$ cat src/rtl/spcg_pkg.sv
// Shared types and constants for the SplitMix64 / PCG random generator.
// Used by spcg_ctrl, spcg_dp and the top level; depends on nothing.
package spcg_pkg;

    localparam logic [63:0] LCG_MUL    = 64'd6364136223846793005;
    localparam logic [63:0] MIX_GOLDEN = 64'h9E3779B97F4A7C15;
    localparam logic [63:0] MIX_M1     = 64'hBF58476D1CE4E5B9;
    localparam logic [63:0] MIX_M2     = 64'h94D049BB133111EB;

    localparam int MIX_SH1   = 30;
    localparam int MIX_SH2   = 27;
    localparam int MIX_SH3   = 31;
    localparam int ROT_LSB   = 59;
    localparam int XS_SH1    = 18;
    localparam int XS_SH2    = 27;
    localparam int FRAC_SH   = 11;

    // multiply unit: three 32x32 partial products, result on count 3
    localparam logic [1:0] MUL_LAST = 2'd3;
    // divide unit: a load, 64 restoring steps, result on count 65
    localparam logic [6:0] DIV_LAST = 7'd65;

    localparam int CFG_IDX_W = 8;
    localparam logic [CFG_IDX_W-1:0] CFG_SEED   = 8'd0;
    localparam logic [CFG_IDX_W-1:0] CFG_STREAM = 8'd1;

    typedef enum logic [1:0] {
        OP_RESEED = 2'd0,
        OP_RAW    = 2'd1,
        OP_BOUND  = 2'd2,
        OP_FRAC   = 2'd3
    } t_opcode;

    typedef enum logic [3:0] {
        S_IDLE,
        S_RS_LOAD,
        S_MIX_ADV,
        S_MUL1,
        S_MUL2,
        S_MIX_FIN,
        S_LCG_MUL,
        S_COMBINE,
        S_LIM_DIV,
        S_CHECK,
        S_REM_DIV,
        S_RESULT
    } t_state;

    typedef enum logic [3:0] {
        U_NOP,
        U_ACCEPT,
        U_RS_LOAD,
        U_MIX_ADV,
        U_MUL1,
        U_MUL2,
        U_FIN_RS,
        U_FIN_DR,
        U_LCG_MUL,
        U_COMBINE,
        U_DIV_LIM,
        U_DIV_REM,
        U_RES_ZERO,
        U_RES_DRAW,
        U_RES_FRAC,
        U_RES_REM
    } t_uop;

    typedef struct packed {
        t_uop uop;
    } t_cmd;

    typedef struct packed {
        logic mul_done;
        logic div_done;
        logic draw_lt;
        logic n_zero;
        logic out_free;
    } t_status;

endpackage

$ cat src/rtl/spcg_ctrl.sv
// Sequencer for the random generator: walks each operation through the datapath.
// Depends on spcg_pkg; drives spcg_dp through t_cmd and reads t_status.
module spcg_ctrl
    import spcg_pkg::*;
(
    input  logic        i_clk,
    input  logic        i_rst_n,
    input  logic        i_in_valid,
    input  logic [1:0]  i_in_opcode,
    input  t_status     i_status,
    output logic        o_in_ready,
    output t_cmd        o_cmd
);

    t_state  r_state, n_state;
    t_opcode r_op,    n_op;

    always_ff @(posedge i_clk) begin
        if (!i_rst_n) begin
            r_state <= S_IDLE;
            r_op    <= OP_RESEED;
        end else begin
            r_state <= n_state;
            r_op    <= n_op;
        end
    end

    // next state
    always_comb begin
        n_state = r_state;
        n_op    = r_op;
        unique case (r_state)
            S_IDLE: begin
                if (i_in_valid) begin
                    n_op = t_opcode'(i_in_opcode);
                    unique case (t_opcode'(i_in_opcode))
                        OP_RESEED: n_state = S_RS_LOAD;
                        OP_BOUND:  n_state = S_LIM_DIV;
                        OP_RAW,
                        OP_FRAC:   n_state = S_MIX_ADV;
                    endcase
                end
            end
            S_RS_LOAD: n_state = S_MUL1;
            S_MIX_ADV: n_state = S_MUL1;
            S_MUL1:    if (i_status.mul_done) n_state = S_MUL2;
            S_MUL2:    if (i_status.mul_done) n_state = S_MIX_FIN;
            S_MIX_FIN: n_state = S_LCG_MUL;
            S_LCG_MUL: begin
                if (i_status.mul_done) begin
                    n_state = (r_op == OP_RESEED) ? S_RESULT : S_COMBINE;
                end
            end
            S_COMBINE: n_state = (r_op == OP_BOUND) ? S_CHECK : S_RESULT;
            S_LIM_DIV: begin
                if (i_status.n_zero) begin
                    n_state = S_RESULT;
                end else if (i_status.div_done) begin
                    n_state = S_MIX_ADV;
                end
            end
            S_CHECK:   n_state = i_status.draw_lt ? S_REM_DIV : S_MIX_ADV;
            S_REM_DIV: if (i_status.div_done) n_state = S_RESULT;
            S_RESULT:  if (i_status.out_free) n_state = S_IDLE;
            default:   n_state = S_IDLE;
        endcase
    end

    // outputs
    always_comb begin
        o_in_ready = 1'b0;
        o_cmd.uop  = U_NOP;
        unique case (r_state)
            S_IDLE: begin
                o_in_ready = 1'b1;
                if (i_in_valid) o_cmd.uop = U_ACCEPT;
            end
            S_RS_LOAD: o_cmd.uop = U_RS_LOAD;
            S_MIX_ADV: o_cmd.uop = U_MIX_ADV;
            S_MUL1:    o_cmd.uop = U_MUL1;
            S_MUL2:    o_cmd.uop = U_MUL2;
            S_MIX_FIN: o_cmd.uop = (r_op == OP_RESEED) ? U_FIN_RS : U_FIN_DR;
            S_LCG_MUL: o_cmd.uop = U_LCG_MUL;
            S_COMBINE: o_cmd.uop = U_COMBINE;
            S_LIM_DIV: if (!i_status.n_zero) o_cmd.uop = U_DIV_LIM;
            S_CHECK:   o_cmd.uop = U_NOP;
            S_REM_DIV: o_cmd.uop = U_DIV_REM;
            S_RESULT: begin
                if (i_status.out_free) begin
                    unique case (r_op)
                        OP_RESEED: o_cmd.uop = U_RES_ZERO;
                        OP_RAW:    o_cmd.uop = U_RES_DRAW;
                        OP_FRAC:   o_cmd.uop = U_RES_FRAC;
                        OP_BOUND:  o_cmd.uop = i_status.n_zero ? U_RES_ZERO : U_RES_REM;
                    endcase
                end
            end
            default: o_cmd.uop = U_NOP;
        endcase
    end

endmodule

$ cat src/rtl/spcg_dp.sv
// Datapath of the random generator: state registers, shared multiply and divide units,
// output register. Depends on spcg_pkg; commanded by spcg_ctrl.
module spcg_dp
    import spcg_pkg::*;
#(
    parameter int BOUND_BITS = 32
) (
    input  logic                 i_clk,
    input  logic                 i_rst_n,
    input  t_cmd                 i_cmd,
    input  logic [31:0]          i_bound,
    input  logic                 i_cfg_valid,
    input  logic [CFG_IDX_W-1:0] i_cfg_index,
    input  logic [63:0]          i_cfg_data,
    input  logic                 i_out_ready,
    output logic                 o_out_valid,
    output logic [63:0]          o_out_value,
    output t_status              o_status
);

    logic [63:0] r_seed;
    logic [62:0] r_stream;
    logic [63:0] r_mix, r_lcg, r_inc;
    logic [63:0] r_z, r_draw, r_lim;
    logic [BOUND_BITS-1:0] r_n;

    logic [1:0]  r_mcnt;
    logic [63:0] r_pp, r_acc;
    logic [6:0]  r_dcnt;
    logic [63:0] r_dq;
    logic [BOUND_BITS-1:0] r_rem;

    logic        r_ovalid;
    logic [63:0] r_value;

    logic        w_is_mul, w_is_div, w_is_res;
    logic [63:0] w_ma, w_mb, w_mres, w_prod;
    logic [31:0] w_pa, w_pb;
    logic [BOUND_BITS:0]   w_t, w_nx;
    logic [BOUND_BITS-1:0] w_rem_nx;
    logic [63:0] w_fin, w_xs, w_rot;
    logic [4:0]  w_r;
    logic [5:0]  w_lsh;
    logic        w_out_free;

    assign w_is_mul = (i_cmd.uop == U_MUL1) || (i_cmd.uop == U_MUL2)
                   || (i_cmd.uop == U_LCG_MUL);
    assign w_is_div = (i_cmd.uop == U_DIV_LIM) || (i_cmd.uop == U_DIV_REM);
    assign w_is_res = (i_cmd.uop == U_RES_ZERO) || (i_cmd.uop == U_RES_DRAW)
                   || (i_cmd.uop == U_RES_FRAC) || (i_cmd.uop == U_RES_REM);

    // multiply operands
    always_comb begin
        unique case (i_cmd.uop)
            U_MUL1: begin
                w_ma = r_z ^ (r_z >> MIX_SH1);
                w_mb = MIX_M1;
            end
            U_MUL2: begin
                w_ma = r_z ^ (r_z >> MIX_SH2);
                w_mb = MIX_M2;
            end
            default: begin
                w_ma = r_lcg;
                w_mb = LCG_MUL;
            end
        endcase
    end

    always_comb begin
        unique case (r_mcnt)
            2'd0: begin
                w_pa = w_ma[31:0];
                w_pb = w_mb[31:0];
            end
            2'd1: begin
                w_pa = w_ma[31:0];
                w_pb = w_mb[63:32];
            end
            default: begin
                w_pa = w_ma[63:32];
                w_pb = w_mb[31:0];
            end
        endcase
    end

    assign w_prod = {32'd0, w_pa} * {32'd0, w_pb};
    assign w_mres = {r_acc[63:32] + r_pp[31:0], r_acc[31:0]};

    // restoring divide step
    assign w_t  = {r_rem, r_dq[63]};
    assign w_nx = {1'b0, r_n};
    always_comb begin
        if (w_t >= w_nx) begin
            w_rem_nx = BOUND_BITS'(w_t - w_nx);
        end else begin
            w_rem_nx = w_t[BOUND_BITS-1:0];
        end
    end

    // output function
    assign w_fin = r_z ^ (r_z >> MIX_SH3);
    assign w_r   = r_lcg[63:ROT_LSB];
    assign w_xs  = (r_lcg ^ (r_lcg >> XS_SH1)) >> XS_SH2;
    assign w_lsh = 6'(7'd64 - {2'd0, w_r});
    assign w_rot = (w_xs >> w_r) | (w_xs << w_lsh);

    assign w_out_free = !r_ovalid || i_out_ready;

    always_ff @(posedge i_clk) begin
        if (!i_rst_n) begin
            r_seed   <= '0;
            r_stream <= '0;
            r_mix    <= '0;
            r_lcg    <= '0;
            r_inc    <= '0;
            r_mcnt   <= '0;
            r_dcnt   <= '0;
            r_ovalid <= 1'b0;
        end else begin
            if (i_cfg_valid) begin
                if (i_cfg_index == CFG_SEED)   r_seed   <= i_cfg_data;
                if (i_cfg_index == CFG_STREAM) r_stream <= i_cfg_data[62:0];
            end

            if (w_is_mul) begin
                r_mcnt <= (r_mcnt == MUL_LAST) ? 2'd0 : r_mcnt + 2'd1;
            end
            if (w_is_div) begin
                r_dcnt <= (r_dcnt == DIV_LAST) ? 7'd0 : r_dcnt + 7'd1;
            end

            unique case (i_cmd.uop)
                U_RS_LOAD: begin
                    r_inc <= {r_stream, 1'b1};
                    r_mix <= r_seed;
                end
                U_MIX_ADV: r_mix <= r_mix + MIX_GOLDEN;
                U_FIN_RS:  r_lcg <= w_fin + r_inc;
                U_LCG_MUL: if (r_mcnt == MUL_LAST) r_lcg <= w_mres + r_inc;
                default: ;
            endcase

            if (r_ovalid && i_out_ready) r_ovalid <= 1'b0;
            if (w_is_res) r_ovalid <= 1'b1;
        end
    end

    // payload registers
    always_ff @(posedge i_clk) begin
        r_pp <= w_prod;
        unique case (r_mcnt)
            2'd1:    r_acc <= r_pp;
            2'd2:    r_acc <= {r_acc[63:32] + r_pp[31:0], r_acc[31:0]};
            default: r_acc <= r_acc;
        endcase

        if (w_is_div) begin
            if (r_dcnt == 7'd0) begin
                r_dq  <= (i_cmd.uop == U_DIV_LIM) ? '1 : r_draw;
                r_rem <= '0;
            end else if (r_dcnt != DIV_LAST) begin
                r_dq  <= {r_dq[62:0], 1'b0};
                r_rem <= w_rem_nx;
            end
        end

        unique case (i_cmd.uop)
            U_ACCEPT:  r_n <= BOUND_BITS'(i_bound);
            U_RS_LOAD: r_z <= (r_seed ^ MIX_GOLDEN) + MIX_GOLDEN;
            U_MIX_ADV: r_z <= r_mix + MIX_GOLDEN;
            U_MUL1,
            U_MUL2:    if (r_mcnt == MUL_LAST) r_z <= w_mres;
            U_FIN_DR:  r_z <= w_fin;
            U_COMBINE: r_draw <= w_rot ^ r_z;
            U_DIV_LIM: if (r_dcnt == DIV_LAST) r_lim <= ~64'd0 - 64'(r_rem);
            U_RES_ZERO: r_value <= '0;
            U_RES_DRAW: r_value <= r_draw;
            U_RES_FRAC: r_value <= r_draw >> FRAC_SH;
            U_RES_REM:  r_value <= 64'(r_rem);
            default: ;
        endcase
    end

    assign o_status.mul_done = (r_mcnt == MUL_LAST);
    assign o_status.div_done = (r_dcnt == DIV_LAST);
    assign o_status.draw_lt  = (r_draw < r_lim);
    assign o_status.n_zero   = (r_n == '0);
    assign o_status.out_free = w_out_free;

    assign o_out_valid = r_ovalid;
    assign o_out_value = r_value;

    a_mul_owned: assert property (@(posedge i_clk) disable iff (!i_rst_n)
        r_mcnt != 2'd0 |-> w_is_mul)
        else $error("multiply count running without a multiply command");

    a_div_owned: assert property (@(posedge i_clk) disable iff (!i_rst_n)
        r_dcnt != 7'd0 |-> w_is_div)
        else $error("divide count running without a divide command");

    a_inc_odd: assert property (@(posedge i_clk) disable iff (!i_rst_n)
        r_inc != 64'd0 |-> r_inc[0])
        else $error("LCG increment lost its low bit");

    a_res_free: assert property (@(posedge i_clk) disable iff (!i_rst_n)
        w_is_res |-> w_out_free)
        else $error("result written over a beat not yet taken");

endmodule

$ cat src/rtl/splitmix_pcg_random_generator.sv
// Each draw runs three 64-bit multiplies on one shared 32x32 multiplier. A bounded index
// adds two bit-serial remainder passes (limit, then draw mod n) and draws again on each
// rejected draw. One item at a time; the sequencer returns to idle between items, and a new
// item is taken while the last result beat waits at the output. Reset (synchronous, active
// low) clears seed, stream, generator state and output valid.
module splitmix_pcg_random_generator
    import spcg_pkg::*;
#(
    parameter int BOUND_BITS = 32
) (
    input  logic                 i_clk,
    input  logic                 i_rst_n,

    // input beats
    input  logic                 s_axis_tvalid,
    output logic                 s_axis_tready,
    input  logic [39:0]          s_axis_tdata,   // [1:0] opcode, [33:2] bound, [39:34] zero

    // result beats
    output logic                 m_axis_tvalid,
    input  logic                 m_axis_tready,
    output logic [63:0]          m_axis_tdata,   // [63:0] value

    // configuration writes: index 0 seed, index 1 stream_select
    input  logic                 i_cfg_valid,
    output logic                 o_cfg_ready,
    input  logic [CFG_IDX_W-1:0] i_cfg_index,
    input  logic [63:0]          i_cfg_data
);

    t_cmd    w_cmd;
    t_status w_status;

    // registers take every write at once
    assign o_cfg_ready = 1'b1;

    // sequencer: accepts a beat in idle, then steps the datapath
    spcg_ctrl u_ctrl (
        .i_clk       (i_clk),
        .i_rst_n     (i_rst_n),
        .i_in_valid  (s_axis_tvalid),
        .i_in_opcode (s_axis_tdata[1:0]),
        .i_status    (w_status),
        .o_in_ready  (s_axis_tready),
        .o_cmd       (w_cmd)
    );

    // datapath: state, multiply and divide units, output register
    spcg_dp #(
        .BOUND_BITS (BOUND_BITS)
    ) u_dp (
        .i_clk       (i_clk),
        .i_rst_n     (i_rst_n),
        .i_cmd       (w_cmd),
        .i_bound     (s_axis_tdata[33:2]),
        .i_cfg_valid (i_cfg_valid),
        .i_cfg_index (i_cfg_index),
        .i_cfg_data  (i_cfg_data),
        .i_out_ready (m_axis_tready),
        .o_out_valid (m_axis_tvalid),
        .o_out_value (m_axis_tdata),
        .o_status    (w_status)
    );

endmodule

$ cat config.mk
export PLATFORM = sky130hd
export DESIGN_NAME = splitmix_pcg_random_generator
export DESIGN_NICKNAME = d
export VERILOG_FILES = /design/src/rtl/spcg_pkg.sv /design/src/rtl/spcg_ctrl.sv /design/src/rtl/spcg_dp.sv /design/src/rtl/splitmix_pcg_random_generator.sv
export SDC_FILE = /design/constraint.sdc
export NUM_CORES = 2
export LEC_CHECK = 0
export BUFFER_PORTS_ARGS = -buffer_cell sky130_fd_sc_hd__buf_4
export CAP_MARGIN = 20
export CORE_MARGIN = 2
export CORE_UTILIZATION = 50
export DETAILED_ROUTE_END_ITERATION = 10
export PLACE_DENSITY_LB_ADDON = 0.05
export SETUP_SLACK_MARGIN = 0.4
export SLEW_MARGIN = 5
export SYNTH_ARGS = -nofsm -noshare
export SYNTH_HDL_FRONTEND = slang
export SYNTH_SLANG_ARGS = --single-unit
$ cat constraint.sdc
create_clock -name i_clk -period 11.4 [get_ports i_clk]
set_input_delay 0 -clock i_clk [delete_from_list [all_inputs] [get_ports i_clk]]
set_output_delay 0 -clock i_clk [all_outputs]
set_load 0.01 [all_outputs]
=== Word level (Yosys, flattened, before mapping) ===
Index checks and enable logic that the tools add are counted.

* Eq/ne operators: 47
* Multiply operators: 1
* Reduce and logical (&&, ||, !) cells: 36
* Shifts and indexed selects: 2
* Divide/modulo/power cells: 0
* Bitwise operators: 8
* Add/sub/neg operators: 10
* Muxes and demuxes: 41
* $lt $le $gt $ge: 2

{| class="wikitable"
|+ Operators with widths
! operator !! count
|-
| $pmux W64 S2 || 5
|-
| $pmux W64 S4 || 2
|-
| $mux W64 || 5
|-
| $add A64 B64 Y64 || 2
|-
| $add A64 B64 Y64 const B || 2
|-
| $mux W32 || 4
|-
| $pmux W4 S11 || 2
|-
| $lt A64 B64 Y1 || 1
|-
| $mul A32 B32 Y64 || 1
|-
| $or A64 B64 Y64 || 1
|-
| $shl A37 B6 Y64 || 1
|-
| $shr A37 B5 Y64 || 1
|-
| $xor A64 B33 Y64 || 1
|-
| $xor A64 B34 Y64 || 1
|-
| $xor A64 B37 Y64 || 1
|-
| $xor A64 B46 Y64 || 1
|-
| $xor A64 B64 Y64 || 1
|-
| $eq A4 B4 Y1 const B || 12
|-
| $mux W4 || 12
|-
| $not A38 Y38 || 1
|-
| $sub A1 B33 Y34 const A || 1
|-
| $ge A33 B32 Y1 || 1
|-
| $add A32 B32 Y32 || 1
|-
| $eq A4 B3 Y1 const B || 8
|-
| 33 further kinds || 79
|}

* Word-level logic and storage cells: 167
* Output and inout bits: 67
* Bits in writable memories: 0
* Flip-flop bits (word level): 847
* Bits in latches: 0
* Memories: 0
* Memory bits (read-only): 0
* Bits of input ports: 117

=== Longest topological paths before layout ===
* Depth after elaboration: 10
* Depth in mapped cells: 44
* Mapped depth without buffers: 40

=== Hierarchy ===
A second synthesis with hierarchy kept.

* Cell total of the unflattened synthesis: 9110
* Area, all modules: 79897.9 µm²

{| class="wikitable"
|+ By module, submodules not included
! module !! sequential area each (µm²) !! area each (µm²) !! instances !! cells an instance
|-
| spcg_dp || 20359.5 || 79252.3 || 1 || 9018
|-
| spcg_ctrl || 120.1 || 634.4 || 1 || 90
|-
| splitmix_pcg_random_generator || 0.0 || 11.3 || 1 || 2
|}

=== Worst setup path after synthesis ===
OpenSTA, ideal clock, no wires.

* Path type: reg-to-reg
* Start point: register u_ctrl.r_state[2]
* End point: register u_dp.r_pp[58]
* Library setup time: 120 ps
* Period minus slack after synthesis: 11849 ps
* Cell stages (with the launch flop): 39
* Arrival time: 11729 ps
* Required time: 11280 ps
* Path slack: -449 ps
* Buffers on the path: 5
* Cells stage by stage: dfxtp_1 buf_6 nand2b_1 nor3_2 a21boi_0 o22ai_1 nand2b_4 a21o_1 buf_6 buf_2 o221ai_1 nand3_1 nand3_2 inv_2 buf_2 nor2_1 fa_1 fa_1 [3 not listed] inv_1 fa_1 fa_1 fa_1 fa_1 ha_1 buf_2 nand3_1 or4_1 a2111oi_1 a221o_2 or2_4 a21oi_2 o31ai_2 a311o_1 a21o_1 a21oi_1 xnor2_1

* Longest elaborated chain between the ends: 6
* Elaborated cells between the ends (all ways): 19
* Those cells by class: mul: 1; eq/ne: 12; mux: 5; reduce/logical: 1

{| class="wikitable"
|+ Ends and longest elaborated chain
! item !! RTL line !! text
|-
| start, declared || spcg_ctrl.sv:15 || <nowiki>t_state r_state, n_state;</nowiki>
|-
| start signal, assigned || spcg_ctrl.sv:23 || <nowiki>r_state <= n_state;</nowiki>
|-
| $eq A4 B4 Y1, or another cell as far along || spcg_ctrl.sv:73 || <nowiki>unique case (r_state)</nowiki>
|-
| $pmux W4 S11 * || spcg_ctrl.sv:73 ||
|-
| $eq A4 B3 Y1 || spcg_dp.sv:54 || <nowiki>unique case (i_cmd.uop)</nowiki>
|-
| $pmux W64 S2 || spcg_dp.sv:54 ||
|-
| $mux W32 || spcg_dp.sv:71 || <nowiki>unique case (r_mcnt)</nowiki>
|-
| $mul A32 B32 Y64 * || spcg_dp.sv:87 || <nowiki>assign w_prod = {32'd0, w_pa} * {32'd0, w_pb};</nowiki>
|-
| via u_dp.w_prod[58] || spcg_dp.sv:37 || <nowiki>logic [63:0] w_ma, w_mb, w_mres, w_prod;</nowiki>
|-
| end signal, assigned || spcg_dp.sv:151 || <nowiki>r_pp <= w_prod;</nowiki>
|-
| end, declared || spcg_dp.sv:28 || <nowiki>logic [63:0] r_pp, r_acc;</nowiki>
|}

Mark *: on every way through the listed nets, which the timed path passes. The rest lies on a longest branch.
A chain may end at the register's enable or synchronous reset.

=== Worst setup path after layout ===
* Start point: register u_dp.r_n[13]
* End point: register u_dp.r_pp[58]

* Longest elaborated chain between the ends: 9
* Elaborated cells between the ends (all ways): 13
* Those cells by class: mul: 1; eq/ne: 2; mux: 9; reduce/logical: 1

{| class="wikitable"
|+ Ends and longest elaborated chain
! item !! RTL line !! text
|-
| start, declared || spcg_dp.sv:25 || <nowiki>logic [BOUND_BITS-1:0] r_n;</nowiki>
|-
| start signal, assigned || spcg_dp.sv:169 || <nowiki>U_ACCEPT: r_n <= BOUND_BITS'(i_bound);</nowiki>
|-
| $logic_not A32 Y1 * || spcg_dp.sv:188 || <nowiki>assign o_status.n_zero = (r_n == '0);</nowiki>
|-
| $mux W2 || spcg_ctrl.sv:94 || <nowiki>OP_BOUND: o_cmd.uop = i_status.n_zero ? U_RES_ZERO : U_RES_REM;</nowiki>
|-
| $pmux W4 S4 || spcg_ctrl.sv:90 || <nowiki>unique case (r_op)</nowiki>
|-
| $mux W4 || spcg_ctrl.sv:89 || <nowiki>if (i_status.out_free) begin</nowiki>
|-
| $pmux W4 S11 * || spcg_ctrl.sv:73 ||
|-
| $eq A4 B3 Y1 || spcg_dp.sv:54 ||
|-
| $pmux W64 S2 || spcg_dp.sv:54 ||
|-
| $mux W32 || spcg_dp.sv:71 ||
|-
| $mul A32 B32 Y64 * || spcg_dp.sv:87 ||
|-
| via u_dp.w_prod[58] || spcg_dp.sv:37 ||
|}

Mark *: on every way through the listed nets, which the timed path passes. The rest lies on a longest branch. The select of a mux whose other input is x is not followed.

==> impl_metrics.toml <==
[run_status]
outcome = "complete, no violations"

[worst_setup_path]
path_class = "reg2reg"
cpMostUsedCell = "fa_1"
worstPathArrival_ns = 11.31
crit_path_start_kind = "register"
crit_fanout = 24
end_kind = "register"
slowest_delay_ns = 0.65
path_buf_inv = 5
cp_data_required_time_ns = 11.98
cpMaxStageDelayCell = "or4_4"
cp_top_family = "adder cells"

[clocking]
cts-root-buf = "clkbuf_16"
htree_levels = 3
cts_tree = "yes"
clk_latency_ns = 0.72
clockBufferDepth = 3
cts_buffers = 89
clkSinkCount = 815
clkTransAtPathRegs_ns = 0.06

[yosys]
syn-instance-count = 9109
avgSynthCellArea_um2 = 8.699
synth_flop_cell = "edfxtp_1"
synth_area_leaders = "fa_1, edfxtp_1, dfxtp_1"
ys_types = 109
synthesis.area_um2 = 79240
async_reset_ff_share_pct = 0
yosysWarnings = 0
synth_edf_count = 416
synth_top_area_cell = "fa_1"
synth-seq-cells = 815
synth.net_count = 10550
synth_top_area_share_pct = 21.80
ys_seq_area_share_pct = 25.84

[floorplanning]
rows = 146
fp.dieH_um = 402.1
dieArea_um2 = 161700
start_util_pct = 50.21
ios = 184
fp.dieW_um = 402.1
core-area_um2 = 157800

[flow_run]
cap_viol_max_count = 0

[global_routing]
grt_pass1_vias = 66550
antenna_found_initial = 19
grt_use_total_pct = 37.48
overflow = 0
grt_start_max_net_pins = 134
grt_pass1_wl_um = 446000

[sta]
relSlewSlack_pct = 17.40
worstMarginPinSlew_ns = 1.236
min_period_ns = 10.72
final-setup-viol-count = 0
setup_tns_ns = 0
rsz0062_at_grt = "false"
max_clock_freq_mhz = 93.25
final_hold_viol_count = 0
finalClockSkew_ns = 0.03556
period_share_pct = 94.07
slew_violations = 0

[route]
finalWirelength_um = 305900
dr.pass1.iters = 9
wl_per_cell_um = 26.79
drc_errors = 0
detail-route-antenna-nets = 0
drt_iter0_drc = 7691
via_count = 68420
avgViaCountPerCell = 5.993

[finish]
nets = 10710
layout.cells.non_filler = 11420
area_growth_syn_to_layout_pct = 11.19
final_common_cell = "nand2_1"
final_util_pct = 55.82
drive_gt1_share_pct = 8.964
mostFrequentLayoutCells = "nand2_1, inv_1, nor2_1"

[placed_design]
gp_congestion = 1.011
placement.io_buffers = 176
dp_hpwl_um = 242900
dpl.cell_count = 11100

[hold_path]
hold_class = "in2reg"
[layer usage]
metal / GRT usage [%] / up-vias / wire (um)
li1: - / 30390 / -
met1: 51.27 / 34000 / 124500
met4: 15.90 / 12 / 15860
met3: 9.113 / 677 / 32300
met2: 56.74 / 3338 / 133200
met5: 0 / - / 83
[layout make-up]
type | instances | area (um^2)
tap | 2072 | 2592
clock buffer | 113 | 2492
multi-input combinational | 6618 | 52710
fill | 14670 | 69730
clock inverter | 50 | 466.7
sequential | 815 | 20480
inverter | 1139 | 4313
timing repair buffer | 602 | 5027
antenna | 7 | 17.52
[cell families (layout without fill, tap and decap cells)]
kind of cell             after synthesis  in the layout  synth area share [%]
multiplexers                         177            177                 2.578
AO/OA/AOI/OAI                       1844           1846                 14.61
adder cells (fa/ha/maj)             1328           1328                 29.14
other                                  1              8              0.004732
AND/OR/NAND/NOR                     2858           2858                 15.19
buffers and inverters               1678           1904                 8.125
flip-flops                           815            815                 25.84
XOR/XNOR                             408            408                 4.510
[repair_timing]
action | 4_1_cts | 5_1_grt
buffers inserted | 0 | 6
endpoints found under the setup margin | 5 | 22
endpoints found under the hold margin | 222 | 0
pin swaps | 0 | 7
gates resized for setup | 8 | 37
cloned | 0 | 2
hold buffers | 142 | 0
[worst register-to-register path, delay by kind of cell, from the launching register on]
kind	cells	cell delay, ns
AND/OR/NAND/NOR	9	2.50
flip-flops	1	0.43
buffers and inverters	5	0.90
AO/OA/AOI/OAI	11	2.33
adder cells (fa/ha/maj)	9	4.29
XOR/XNOR	1	0.14
[sequential cells by signal (all words and copies together), names as in the netlist]
register / flops
u_dp.o_out_value: 64
u_dp.r_acc: 64
u_dp.r_dq: 64
u_dp.r_draw: 64
u_dp.r_inc: 64
u_dp.r_lcg: 64
u_dp.r_mix: 64
u_dp.r_pp: 64
u_dp.r_seed: 64
u_dp.r_z: 64
u_dp.r_stream: 63
u_dp.r_lim: 32
u_dp.r_n: 32
u_dp.r_rem: 32
u_dp.r_dcnt: 7
u_ctrl.r_state: 4
u_ctrl.r_op: 2
u_dp.r_mcnt: 2
u_dp.o_out_valid: 1
[Yosys cell counts (all sizes together) (17+ instances only)]
| master | n |
|---|---|
| a22o | 26 |
| inv | 1132 |
| a211o | 27 |
| or2 | 26 |
| a221o | 47 |
| a21oi | 679 |
| o221ai | 50 |
| a221oi | 27 |
| a22oi | 19 |
| a21o | 145 |
| nand4 | 58 |
| mux4 | 18 |
| mux2 | 37 |
| nor2b | 70 |
| fa | 863 |
| and3 | 39 |
| o31ai | 20 |
| a211oi | 58 |
| nand2b | 48 |
| o211ai | 40 |
| nor4 | 21 |
| nor2 | 932 |
| o21bai | 29 |
| ha | 465 |
| nand2 | 1363 |
| or3 | 17 |
| and2 | 33 |
| nand3 | 158 |
| a31oi | 41 |
| buf | 133 |
| edfxtp | 416 |
| xnor2 | 246 |
| a21boi | 19 |
| nor3 | 64 |
| mux2i | 122 |
| o22ai | 39 |
| o21a | 47 |
| xor2 | 162 |
| dfxtp | 399 |
| clkbuf | 406 |
| o21ai | 428 |
[worst paths after layout]
path,start,to,slack [ns],depth (start not counted)
setup reg to reg,u_dp.r_n[13],u_dp.r_pp[58],0.68,35
hold / removal,i_cfg_index[0],u_dp.r_seed[50],0.02,5
setup / recovery,u_dp.r_n[13],u_dp.r_pp[58],0.68,35
hold reg to reg,u_dp.r_stream[49],u_dp.r_inc[50],0.44,2
[per-stage QoR]
step / hold slack [ns] / instance area, um^2 / worst slack, ns
after floorplan: 0.09887 / 79250 / 0.5466
after global placement: 0.1795 / 83430 / 0.2844
after detailed placement: 0.1793 / 83430 / 0.2505
after CTS: 0.01753 / 87830 / 0.4134
after global routing: 0.05232 / 88090 / 0.3987
final: 0.02052 / 88100 / 0.6762
Power is left out: the tool's default activity adds up to more than one toggle a clock period on the data nets, which glitch-free logic cannot reach.
